## config.mk

```make
export PLATFORM = sky130hd
export DESIGN_NAME = json_byte_lexer
export DESIGN_NICKNAME = d
export VERILOG_FILES = /design/src/rtl/jbl_pkg.sv /design/src/rtl/json_byte_lexer.sv
export SDC_FILE = /design/constraint.sdc
export NUM_CORES = 2
export LEC_CHECK = 0
export BUFFER_PORTS_ARGS = -buffer_cell sky130_fd_sc_hd__buf_4
export CORE_ASPECT_RATIO = 1.4
export CORE_MARGIN = 2
export CORE_UTILIZATION = 25
export DETAILED_ROUTE_END_ITERATION = 8
export PLACE_DENSITY = 0.38
export SLEW_MARGIN = 0
export SYNTH_ARGS = -nofsm -noshare
export SYNTH_HDL_FRONTEND = slang
export SYNTH_SLANG_ARGS = --single-unit
```

## constraint.sdc

```tcl
create_clock -name clk -period 18.44 [get_ports clk]
set_clock_uncertainty 0.05 [all_clocks]
set_input_delay 3.688 -clock clk [delete_from_list [all_inputs] [get_ports clk]]
set_output_delay 3.688 -clock clk [all_outputs]
set_load 0.1 [all_outputs]
```

## src/rtl/jbl_pkg.sv

```systemverilog
// Package for the JSON byte lexer: token kinds, error codes, lexer modes and widths.
// Used by rtl/json_byte_lexer.sv and rtl/json_byte_lexer_checker.sv.
`timescale 1ns / 1ps
package jbl_pkg;

    localparam int LINE_BITS   = 20;
    localparam int COLUMN_BITS = 16;

    typedef enum logic [3:0] {
        TK_LBRACE   = 4'd0,
        TK_RBRACE   = 4'd1,
        TK_LBRACKET = 4'd2,
        TK_RBRACKET = 4'd3,
        TK_COMMA    = 4'd4,
        TK_COLON    = 4'd5,
        TK_CHAR     = 4'd6,
        TK_STR_END  = 4'd7,
        TK_NUMBER   = 4'd8,
        TK_TRUE     = 4'd9,
        TK_FALSE    = 4'd10,
        TK_NULL     = 4'd11,
        TK_ERROR    = 4'd12
    } token_kind_t;

    typedef enum logic [2:0] {
        ER_NONE     = 3'd0,
        ER_BAD_CHAR = 3'd1,
        ER_EARLY    = 3'd2,
        ER_BAD_HEX  = 3'd3,
        ER_BAD_NUM  = 3'd4,
        ER_BAD_TRUE = 3'd5,
        ER_BAD_FALSE= 3'd6,
        ER_BAD_NULL = 3'd7
    } error_code_t;

    typedef enum logic [3:0] {
        M_IDLE   = 4'd0,
        M_STR    = 4'd1,
        M_ESC    = 4'd2,
        M_HEX    = 4'd3,
        M_KEYW   = 4'd4,
        M_NSIGN  = 4'd5,
        M_NZERO  = 4'd6,
        M_NINT   = 4'd7,
        M_NDOT   = 4'd8,
        M_NFRAC  = 4'd9,
        M_NE     = 4'd10,
        M_NESIGN = 4'd11,
        M_NEXP   = 4'd12,
        M_HALT   = 4'd13
    } lex_mode_t;

    typedef struct packed {
        logic                   final_of_run;
        logic                   saturated;
        logic signed [15:0]     exponent;
        logic [63:0]            mantissa;
        logic                   is_negative;
        logic [15:0]            column_count;
        logic [19:0]            line_count;
        logic [7:0]             char_value;
        error_code_t            error_code;
        token_kind_t            token_kind;
    } token_t;

    // Expected keyword character, indexed by keyword and position.
    function automatic logic [7:0] kw_char(input logic [1:0] sel, input logic [2:0] pos);
        logic [7:0] c;
        c = 8'h00;
        unique case (sel)
            2'd0:
            begin
                case (pos)
                    3'd0: c = "t";
                    3'd1: c = "r";
                    3'd2: c = "u";
                    3'd3: c = "e";
                    default: c = 8'h00;
                endcase
            end
            2'd1:
            begin
                case (pos)
                    3'd0: c = "f";
                    3'd1: c = "a";
                    3'd2: c = "l";
                    3'd3: c = "s";
                    3'd4: c = "e";
                    default: c = 8'h00;
                endcase
            end
            default:
            begin
                case (pos)
                    3'd0: c = "n";
                    3'd1: c = "u";
                    3'd2: c = "l";
                    3'd3: c = "l";
                    default: c = 8'h00;
                endcase
            end
        endcase
        return c;
    endfunction

endpackage

```

## src/rtl/json_byte_lexer.sv

```systemverilog
// Top level of the JSON byte lexer: byte input stream, token output stream.
// Depends on rtl/jbl_pkg.sv.
//
// Channel | Direction | tdata                               | tuser | tlast
// s_axis  | in        | text_byte                           | -     | end_of_document
// m_axis  | out       | kind,err,char,line,col,neg,mant,exp,sat | -  | final_of_run
//
// Bytes go through an input register; the token pair for a byte is formed from it.
// A byte is lexed when the two-entry output queue is empty or empties in that cycle,
// so a byte waits until every token of the byte before it has been or is being taken.
// A byte's first token is offered from the output queue, after the input register.
// A stalled consumer holds one byte in the input register and then drops s_axis_tready.
// Reset puts the lexer between tokens on line 1, column 0, with the queue empty.
`timescale 1ns / 1ps
module json_byte_lexer
(
    input  logic         clk,
    input  logic         rst_n,
    input  logic         s_axis_tvalid,
    output logic         s_axis_tready,
    input  logic [7:0]   s_axis_tdata,   // text_byte
    input  logic         s_axis_tlast,   // end_of_document
    output logic         m_axis_tvalid,
    input  logic         m_axis_tready,
    // token_kind[3:0], error_code[6:4], char_value[14:7], line_count[34:15],
    // column_count[50:35], is_negative[51], mantissa[115:52], exponent[131:116],
    // saturated[132], zero fill to 135
    output logic [135:0] m_axis_tdata,
    output logic         m_axis_tlast    // final_of_run
);
    import jbl_pkg::*;

    localparam logic [63:0] MANT_MAX = 64'hFFFF_FFFF_FFFF_FFFF;
    localparam logic [63:0] MANT_LIM = 64'd1844674407370955161;
    localparam logic [LINE_BITS-1:0]   LINE_MAX = '1;
    localparam logic [COLUMN_BITS-1:0] COL_MAX  = '1;

    // Input register.
    logic       in_valid_reg;
    logic [7:0] in_byte_reg;
    logic       in_last_reg;

    // Lexer state.
    lex_mode_t              mode_reg, mode_next;
    logic [2:0]             sub_reg, sub_next;
    logic [1:0]             ksel_reg, ksel_next;
    logic                   sign_reg, sign_next;
    logic [63:0]            mant_reg, mant_next;
    logic [15:0]            frac_reg, frac_next;
    logic [15:0]            exp_reg, exp_next;
    logic                   esign_reg, esign_next;
    logic                   ovf_reg, ovf_next;
    logic [LINE_BITS-1:0]   line_reg, line_next;
    logic [COLUMN_BITS-1:0] col_reg, col_next;

    // Output queue of two entries.
    token_t     q_data_reg [2];
    logic [1:0] q_cnt_reg;
    logic       q_head_reg;

    token_t     tok [2];
    logic [1:0] tok_cnt;
    logic       fire;
    logic       room;

    assign room          = (q_cnt_reg == 2'd0);
    assign fire          = in_valid_reg && (room ||
                           (m_axis_tvalid && m_axis_tready && q_cnt_reg == 2'd1));
    assign s_axis_tready = !in_valid_reg || fire;

    // Combinational token formation.
    always_comb
    begin
        logic [7:0]             c;
        logic                   dig;
        logic [3:0]             d;
        logic [COLUMN_BITS-1:0] nxt;
        logic                   nl;
        logic                   redo;
        logic [2:0]             pos;
        logic signed [17:0]     e;
        logic                   esat;
        logic [67:0]            mprod;
        logic [19:0]            eprod;
        logic                   idle_run;
        c      = in_byte_reg;
        dig    = (c >= "0") && (c <= "9");
        d      = dig ? c[3:0] : 4'd0;
        nxt    = (col_reg < COL_MAX) ? col_reg + 1'b1 : col_reg;
        nl     = 1'b0;
        redo   = 1'b0;
        pos    = 3'd0;
        e      = '0;
        esat   = 1'b0;
        mprod  = '0;
        eprod  = '0;
        idle_run = 1'b0;
        tok_cnt = 2'd0;
        for (int i = 0; i < 2; i++)
        begin
            tok[i] = '0;
        end
        mode_next = mode_reg;
        sub_next  = sub_reg;
        ksel_next = ksel_reg;
        sign_next = sign_reg;
        mant_next = mant_reg;
        frac_next = frac_reg;
        exp_next  = exp_reg;
        esign_next= esign_reg;
        ovf_next  = ovf_reg;
        line_next = line_reg;
        col_next  = col_reg;

        if (mode_reg == M_IDLE)
        begin
            idle_run = 1'b1;
        end
        else if (mode_reg == M_STR)
        begin
            if (c == "\\")
            begin
                mode_next = M_ESC;
            end
            else if (c == "\"")
            begin
                tok[0].token_kind = TK_STR_END;
                tok_cnt = 2'd1;
                mode_next = M_IDLE;
            end
            else
            begin
                tok[0].token_kind = TK_CHAR;
                tok[0].char_value = c;
                tok_cnt = 2'd1;
            end
        end
        else if (mode_reg == M_ESC)
        begin
            mode_next = M_STR;
            tok[0].token_kind = TK_CHAR;
            tok_cnt = 2'd1;
            case (c)
                "\"", "\\", "/": tok[0].char_value = c;
                "b": tok[0].char_value = 8'd8;
                "f": tok[0].char_value = 8'd12;
                "n": tok[0].char_value = 8'd10;
                "r": tok[0].char_value = 8'd13;
                "t": tok[0].char_value = 8'd9;
                "u":
                begin
                    tok_cnt = 2'd0;
                    mode_next = M_HEX;
                    sub_next = 3'd0;
                end
                default: tok_cnt = 2'd0;
            endcase
        end
        else if (mode_reg == M_HEX)
        begin
            if (!(dig || (c >= "a" && c <= "f") || (c >= "A" && c <= "F")))
            begin
                tok[0].token_kind = TK_ERROR;
                tok[0].error_code = ER_BAD_HEX;
                tok_cnt = 2'd1;
                mode_next = M_HALT;
            end
            else
            begin
                sub_next = sub_reg + 3'd1;
                if (sub_reg >= 3'd3)
                begin
                    mode_next = M_STR;
                end
            end
        end
        else if (mode_reg == M_KEYW)
        begin
            pos = (sub_reg > 3'd4) ? 3'd4 : sub_reg;
            if (c != kw_char(ksel_reg, pos))
            begin
                tok[0].token_kind = TK_ERROR;
                tok[0].error_code = error_code_t'(3'd5 + {1'b0, ksel_reg});
                tok_cnt = 2'd1;
                mode_next = M_HALT;
            end
            else
            begin
                sub_next = pos + 3'd1;
                if (kw_char(ksel_reg, pos + 3'd1) == 8'h00)
                begin
                    tok[0].token_kind = token_kind_t'(4'd9 + {2'b00, ksel_reg});
                    tok_cnt = 2'd1;
                    mode_next = M_IDLE;
                end
            end
        end
        else if (mode_reg == M_HALT)
        begin
            tok_cnt = 2'd0;
        end
        else
        begin
            mprod = {4'd0, mant_reg} * 68'd10 + 68'(d);
            eprod = {4'd0, exp_reg} * 20'd10 + 20'(d);
            unique case (mode_reg)
                M_NSIGN:
                begin
                    if (c == "0") mode_next = M_NZERO;
                    else if (dig)
                    begin
                        mant_next = mprod[63:0];
                        mode_next = M_NINT;
                    end
                    else redo = 1'b1;
                end
                M_NZERO, M_NINT:
                begin
                    if (dig && mode_reg == M_NINT)
                    begin
                        if (mant_reg > MANT_LIM || mprod[67:64] != 4'd0)
                        begin
                            mant_next = MANT_MAX;
                            ovf_next = 1'b1;
                        end
                        else mant_next = mprod[63:0];
                    end
                    else if (c == ".") mode_next = M_NDOT;
                    else if (c == "e" || c == "E") mode_next = M_NE;
                    else redo = 1'b1;
                end
                M_NDOT, M_NFRAC:
                begin
                    if (dig)
                    begin
                        if (mant_reg > MANT_LIM || mprod[67:64] != 4'd0)
                        begin
                            mant_next = MANT_MAX;
                            ovf_next = 1'b1;
                        end
                        else mant_next = mprod[63:0];
                        if (frac_reg != 16'hFFFF) frac_next = frac_reg + 16'd1;
                        else ovf_next = 1'b1;
                        mode_next = M_NFRAC;
                    end
                    else if (mode_reg == M_NFRAC && (c == "e" || c == "E")) mode_next = M_NE;
                    else redo = 1'b1;
                end
                M_NE, M_NESIGN, M_NEXP:
                begin
                    if (mode_reg == M_NE && c == "+") mode_next = M_NESIGN;
                    else if (mode_reg == M_NE && c == "-")
                    begin
                        esign_next = 1'b1;
                        mode_next = M_NESIGN;
                    end
                    else if (dig)
                    begin
                        if (eprod > 20'd65535)
                        begin
                            exp_next = 16'hFFFF;
                            ovf_next = 1'b1;
                        end
                        else exp_next = eprod[15:0];
                        mode_next = M_NEXP;
                    end
                    else redo = 1'b1;
                end
                default: redo = 1'b0;
            endcase
            if (redo)
            begin
                if (mode_reg == M_NSIGN || mode_reg == M_NDOT || mode_reg == M_NE ||
                    mode_reg == M_NESIGN)
                begin
                    tok[0].token_kind = TK_ERROR;
                    tok[0].error_code = ER_BAD_NUM;
                    tok_cnt = 2'd1;
                    mode_next = M_HALT;
                end
                else
                begin
                    tok_cnt = 2'd1;
                    mode_next = M_IDLE;
                    idle_run = 1'b1;
                end
            end
        end

        // Number token from the current accumulators (used when a byte ends the number).
        e = esign_reg ? -$signed({2'b00, exp_reg}) : $signed({2'b00, exp_reg});
        e = e - $signed({2'b00, frac_reg});
        esat = 1'b0;
        if (e > 18'sd32767)
        begin
            e = 18'sd32767;
            esat = 1'b1;
        end
        else if (e < -18'sd32768)
        begin
            e = -18'sd32768;
            esat = 1'b1;
        end
        if (redo && mode_next == M_IDLE)
        begin
            tok[0].token_kind  = TK_NUMBER;
            tok[0].is_negative = sign_reg;
            tok[0].mantissa    = mant_reg;
            tok[0].exponent    = e[15:0];
            tok[0].saturated   = ovf_reg | esat;
            sign_next = 1'b0;
            mant_next = '0;
            frac_next = '0;
            exp_next  = '0;
            esign_next= 1'b0;
            ovf_next  = 1'b0;
        end

        if (idle_run)
        begin
            case (c)
                "{", "}", "[", "]", ",", ":":
                begin
                    case (c)
                        "{": tok[tok_cnt[0]].token_kind = TK_LBRACE;
                        "}": tok[tok_cnt[0]].token_kind = TK_RBRACE;
                        "[": tok[tok_cnt[0]].token_kind = TK_LBRACKET;
                        "]": tok[tok_cnt[0]].token_kind = TK_RBRACKET;
                        ",": tok[tok_cnt[0]].token_kind = TK_COMMA;
                        default: tok[tok_cnt[0]].token_kind = TK_COLON;
                    endcase
                    tok_cnt = tok_cnt + 2'd1;
                end
                " ", "\t", "\r": tok_cnt = tok_cnt;
                "\n":
                begin
                    if (line_reg < LINE_MAX) line_next = line_reg + 1'b1;
                    nl = 1'b1;
                end
                "\"": mode_next = M_STR;
                "-":
                begin
                    sign_next = 1'b1;
                    mant_next = '0;
                    frac_next = '0;
                    exp_next  = '0;
                    esign_next= 1'b0;
                    ovf_next  = 1'b0;
                    mode_next = M_NSIGN;
                end
                "t", "f", "n":
                begin
                    ksel_next = (c == "t") ? 2'd0 : (c == "f") ? 2'd1 : 2'd2;
                    sub_next  = 3'd1;
                    mode_next = M_KEYW;
                end
                default:
                begin
                    if (dig)
                    begin
                        sign_next = 1'b0;
                        mant_next = {60'd0, d};
                        frac_next = '0;
                        exp_next  = '0;
                        esign_next= 1'b0;
                        ovf_next  = 1'b0;
                        mode_next = (c == "0") ? M_NZERO : M_NINT;
                    end
                    else
                    begin
                        tok[tok_cnt[0]].token_kind = TK_ERROR;
                        tok[tok_cnt[0]].error_code = ER_BAD_CHAR;
                        tok_cnt = tok_cnt + 2'd1;
                        mode_next = M_HALT;
                    end
                end
            endcase
        end

        for (int i = 0; i < 2; i++)
        begin
            tok[i].line_count   = 20'(line_reg);
            tok[i].column_count = 16'(col_reg);
        end

        if (in_last_reg)
        begin
            if (mode_next == M_NZERO || mode_next == M_NINT || mode_next == M_NFRAC ||
                mode_next == M_NEXP)
            begin
                // Accumulators after this byte give the final number.
                e = esign_next ? -$signed({2'b00, exp_next}) : $signed({2'b00, exp_next});
                e = e - $signed({2'b00, frac_next});
                esat = 1'b0;
                if (e > 18'sd32767)
                begin
                    e = 18'sd32767;
                    esat = 1'b1;
                end
                else if (e < -18'sd32768)
                begin
                    e = -18'sd32768;
                    esat = 1'b1;
                end
                tok[tok_cnt[0]] = '0;
                tok[tok_cnt[0]].token_kind   = TK_NUMBER;
                tok[tok_cnt[0]].is_negative  = sign_next;
                tok[tok_cnt[0]].mantissa     = mant_next;
                tok[tok_cnt[0]].exponent     = e[15:0];
                tok[tok_cnt[0]].saturated    = ovf_next | esat;
                tok[tok_cnt[0]].line_count   = 20'(line_next);
                tok[tok_cnt[0]].column_count = 16'(nxt);
                tok_cnt = tok_cnt + 2'd1;
            end
            else if (mode_next != M_IDLE && mode_next != M_HALT)
            begin
                tok[tok_cnt[0]] = '0;
                tok[tok_cnt[0]].token_kind   = TK_ERROR;
                tok[tok_cnt[0]].error_code   = ER_EARLY;
                tok[tok_cnt[0]].line_count   = 20'(line_next);
                tok[tok_cnt[0]].column_count = 16'(nxt);
                tok_cnt = tok_cnt + 2'd1;
            end
            mode_next = M_IDLE;
            sub_next  = 3'd0;
            ksel_next = 2'd0;
            sign_next = 1'b0;
            mant_next = '0;
            frac_next = '0;
            exp_next  = '0;
            esign_next= 1'b0;
            ovf_next  = 1'b0;
            line_next = LINE_BITS'(1);
            col_next  = '0;
        end
        else
        begin
            col_next = nl ? COLUMN_BITS'(1) : nxt;
        end

        if (tok_cnt == 2'd1) tok[0].final_of_run = 1'b1;
        if (tok_cnt == 2'd2) tok[1].final_of_run = 1'b1;
    end

    always_ff @(posedge clk or negedge rst_n)
    begin
        if (!rst_n)
        begin
            in_valid_reg <= 1'b0;
            in_byte_reg  <= '0;
            in_last_reg  <= 1'b0;
            mode_reg  <= M_IDLE;
            sub_reg   <= '0;
            ksel_reg  <= '0;
            sign_reg  <= 1'b0;
            mant_reg  <= '0;
            frac_reg  <= '0;
            exp_reg   <= '0;
            esign_reg <= 1'b0;
            ovf_reg   <= 1'b0;
            line_reg  <= LINE_BITS'(1);
            col_reg   <= '0;
        end
        else
        begin
            if (s_axis_tready)
            begin
                in_valid_reg <= s_axis_tvalid;
                in_byte_reg  <= s_axis_tdata;
                in_last_reg  <= s_axis_tlast;
            end
            if (fire)
            begin
                mode_reg  <= mode_next;
                sub_reg   <= sub_next;
                ksel_reg  <= ksel_next;
                sign_reg  <= sign_next;
                mant_reg  <= mant_next;
                frac_reg  <= frac_next;
                exp_reg   <= exp_next;
                esign_reg <= esign_next;
                ovf_reg   <= ovf_next;
                line_reg  <= line_next;
                col_reg   <= col_next;
            end
        end
    end

    // Output queue: pop from head, push up to two tokens behind what remains.
    always_ff @(posedge clk or negedge rst_n)
    begin
        logic [1:0] cnt;
        logic       head;
        if (!rst_n)
        begin
            q_cnt_reg  <= '0;
            q_head_reg <= 1'b0;
        end
        else
        begin
            cnt  = q_cnt_reg;
            head = q_head_reg;
            if (m_axis_tvalid && m_axis_tready)
            begin
                cnt  = cnt - 2'd1;
                head = ~head;
            end
            if (fire)
            begin
                if (tok_cnt != 2'd0)
                begin
                    q_data_reg[head ^ cnt[0]] <= tok[0];
                end
                if (tok_cnt == 2'd2)
                begin
                    q_data_reg[~(head ^ cnt[0])] <= tok[1];
                end
                cnt = cnt + tok_cnt;
            end
            q_cnt_reg  <= cnt;
            q_head_reg <= head;
        end
    end

    assign m_axis_tvalid = (q_cnt_reg != 2'd0);
    assign m_axis_tdata  = {3'd0, q_data_reg[q_head_reg].saturated,
                            q_data_reg[q_head_reg].exponent,
                            q_data_reg[q_head_reg].mantissa,
                            q_data_reg[q_head_reg].is_negative,
                            q_data_reg[q_head_reg].column_count,
                            q_data_reg[q_head_reg].line_count,
                            q_data_reg[q_head_reg].char_value,
                            q_data_reg[q_head_reg].error_code,
                            q_data_reg[q_head_reg].token_kind};
    assign m_axis_tlast  = q_data_reg[q_head_reg].final_of_run;

endmodule

```

==> impl_metrics.yaml <==
place:
  place_congestion: 0.9119
  hpwl_um: 112400
  placed_cells: 5972
  post_dp_cell_area_sq_mm: 0.03903
  port_buffers: 148
power:
  p_leak_nw: 15.73
  combPwrFrac_pct: 64.0
  seqPwrFrac_pct: 21.1
  swShare_pct: 57.09
  p_int_mw: 3.271
  p_sw_mw: 4.352
  p_clk_share_pct: 14.8
  power.density_mw_per_mm2: 186.5
  ir_worst_vdd_uv: 159.2
  p_total_mw: 7.624
synthesis:
  ys_types: 116
  netlist_instances: 4144
  ys.warnings.count: 0
  async_reset_ff_share_pct: 36.94
  ys_top_cells_by_area: "edfxtp_1, dfrtp_1, ha_1"
  yosysTopAreaCellShare_pct: 22.34
  synth_edf_count: 268
  synth_compound_gate_area_share_pct: 25.48
  yosysSeqAreaShare_pct: 33.25
  synth_fa_ha_area_share_pct: 7.621
  syn-cell-area_sq_mm: 0.03602
  synth_common_cells: "nand2_1, o21ai_0, nor2_1"
  synth.avg_cell_area_sq_um: 8.693
  synth_top_family_by_area: "compound AO/OA/AOI/OAI gates"
  muxShareOfSynthArea_pct: 5.512
  ys.flop_type: "edfxtp_1"
  synth_most_common_cell: "nand2_1"
  synth_largest_area_cell: "edfxtp_1"
  synth_simple_gate_area_share_pct: 18.52
  synth-seq-cells: 425
  synth_xor_area_share_pct: 5.082
clocking:
  clk_path_buf_depth: 3
  cts_sinks: 425
  post-cts-setup-buffers: 0
  clock-root-buffer: "clkbuf_16"
  clkSlewWorstSetupHoldPaths_ns: 0.06
  htree_levels: 2
  cts_tree: "built"
  clock_latency_ns: 0.67
  post_cts_resized: 0
  hold_buffers: 0
  cts_buffers: 53
global_route:
  grt_util_all_layers_pct: 19.97
  overflow: 0
  grt_antenna_before_repair: 6
  grt_max_degree: 109
  grt_pass1_wl_um: 223900
  grt_pass1_vias: 32700
layout:
  fillCellCount: 15300
  final_layout_size_suffix_gt1_share_pct: 13.96
  final_cells: 6072
  largest_register_ffs: 268
  final_area_sq_mm: 0.04088
  synthToLayoutAreaGrowth_pct: 13.49
  layout.nets: 4348
timing:
  relSlewSlack_pct: 16.10
  drv_slew: 0
  clock.fmax_ghz: 0.1008
  fin_crit_ns: 9.919
  rsz0062_at_grt: "no"
  finalSetupTns_ns: 0
  finalSetupViolCount: 0
  finalCritPeriodShare_pct: 53.79
  worst_slew_pin_slew_ns: 1.254
  hold_viol: 0
route:
  postRouteAntennaNets: 0
  dr.pass1.iters: 5
  post-route-drc-count: 0
  routed_wl_um: 152000
  initialDrtViolationCount: 2211
  avgRoutedWirePerCell_um: 25.03
  via_count: 33250
  viasPerCell: 5.476
setup_path:
  start_kind: "register"
  cp_data_required_time_ns: 18.85
  cpPeakStageDelay_ns: 1.00
  endpoint_kind: "register"
  crit_type: "reg -> reg"
  crit_slowest_cell: "nor4_4"
  crit_fanout: 24
  cp_common_cell: "ha_1"
  arrival_ns: 10.33
floorplan:
  core_sq_mm: 0.1428
  ios: 152
  rows: 164
  die_x_um: 324.8
  design.die.area_sq_mm: 0.1472
  die_y_um: 453.1
  start_util_pct: 25.22
run:
  cap_violations: 0
outcome:
  status: "finished clean"
min_path:
  hp-class: "reg -> reg"
## stage by stage
| step | setup WS (ns) | util [%] | hold slack [ns] |
|---|---|---|---|
| floorplan | 2.689 | - | 0.4400 |
| global placement | 8.727 | 27.33 | 0.4588 |
| detailed placement | 8.576 | 27.33 | 0.4692 |
| CTS | 8.536 | 28.62 | 0.4896 |
| global route | 7.625 | 28.63 | 0.5150 |
| finish | 8.521 | 28.63 | 0.4914 |
## final timing paths
kind | end | slack, ns | depth (start not counted) | startpoint
setup / recovery | q_data_reg[0][124]$_DFFE_PP_ | 8.52 | 30 | exp_reg[1]$_DFFE_PN0P_
hold / removal | sign_reg$_DFFE_PN0P_ | 0.49 | 1 | sign_reg$_DFFE_PN0P_
setup reg to reg | q_data_reg[0][124]$_DFFE_PP_ | 8.52 | 30 | exp_reg[1]$_DFFE_PN0P_
hold reg to reg | sign_reg$_DFFE_PN0P_ | 0.49 | 1 | sign_reg$_DFFE_PN0P_
max in group asynchronous | frac_reg[9]$_DFFE_PN0P_ | 13.72 | 3 | rst_n
min in group asynchronous | mant_reg[8]$_DFFE_PN0P_ | 2.84 | 1 | rst_n
## cell families after synthesis
logic type      count (synthesis)
compound gates               1358
simple gates                 1346
flops                         425
buf+inv                       409
fa+ha+maj                     217
xor+xnor                      209
mux                           179
other cells                     1
## placed cells by master (no fill, tap or decap), types with 38 or more instances in the layout
master / count
a211oi_1: 46
a21o_1: 71
a21oi_1: 269
a22o_1: 77
a31oi_1: 46
and3_1: 46
buf_4: 215
clkbuf_16: 53
dfrtp_1: 155
edfxtp_1: 268
ha_1: 213
inv_1: 107
mux2_2: 153
nand2_1: 405
nand2b_1: 42
nand3_1: 116
nand4_1: 50
nor2_1: 307
nor3_1: 107
o211ai_1: 38
o21ai_0: 332
o22ai_1: 54
o31ai_1: 42
xnor2_1: 139
xor2_1: 70
## area by class of cell
class	instances	area, sq um	share of cell area [%]
multi-input cells	3312	22590	55.25
well taps	1909	2389	5.842
inverters	108	405.4	0.9916
flip-flops and latches	425	11980	29.31
diodes	1	2.502	0.006121
clock buffers	72	1478	3.614
repair buffers	218	1668	4.080
clock inverters	27	371.6	0.9089
## power by group through the flow
stage          Clock (mW)  Combinational [mW]  Sequential (mW)
6_report             1.13                4.88             1.61
5_1_grt              1.19                5.17             1.65
4_1_cts              1.17                4.92             1.61
3_5_place_dp            0                4.90             1.63
3_3_place_gp            0                4.91             1.62
2_1_floorplan           0                3.48             1.56
## layer usage
| metal | wire length, um | global-route usage [%] | vias to the layer above | part of all wire [%] |
|---|---|---|---|---|
| li1 | - | - | 15570 | - |
| met1 | 64300 | 24.59 | 16560 | 42 |
| met2 | 76270 | 35.90 | 898 | 50 |
| met3 | 6202 | 2.362 | 214 | 4.1 |
| met4 | 5226 | 6.677 | 2 | 3.4 |
| met5 | 13 | 0 | - | 0.0086 |
## worst max-delay path, delay by kind of cell (launching register included)
family	cells	cell delay, ns
buffers and inverters	1	0.21
AND/OR/NAND/NOR	12	4.00
flip-flops	1	0.49
AO/OA/AOI/OAI	12	3.34
adder cells (fa/ha/maj)	5	1.64
(Power assumes the default switching activity.)
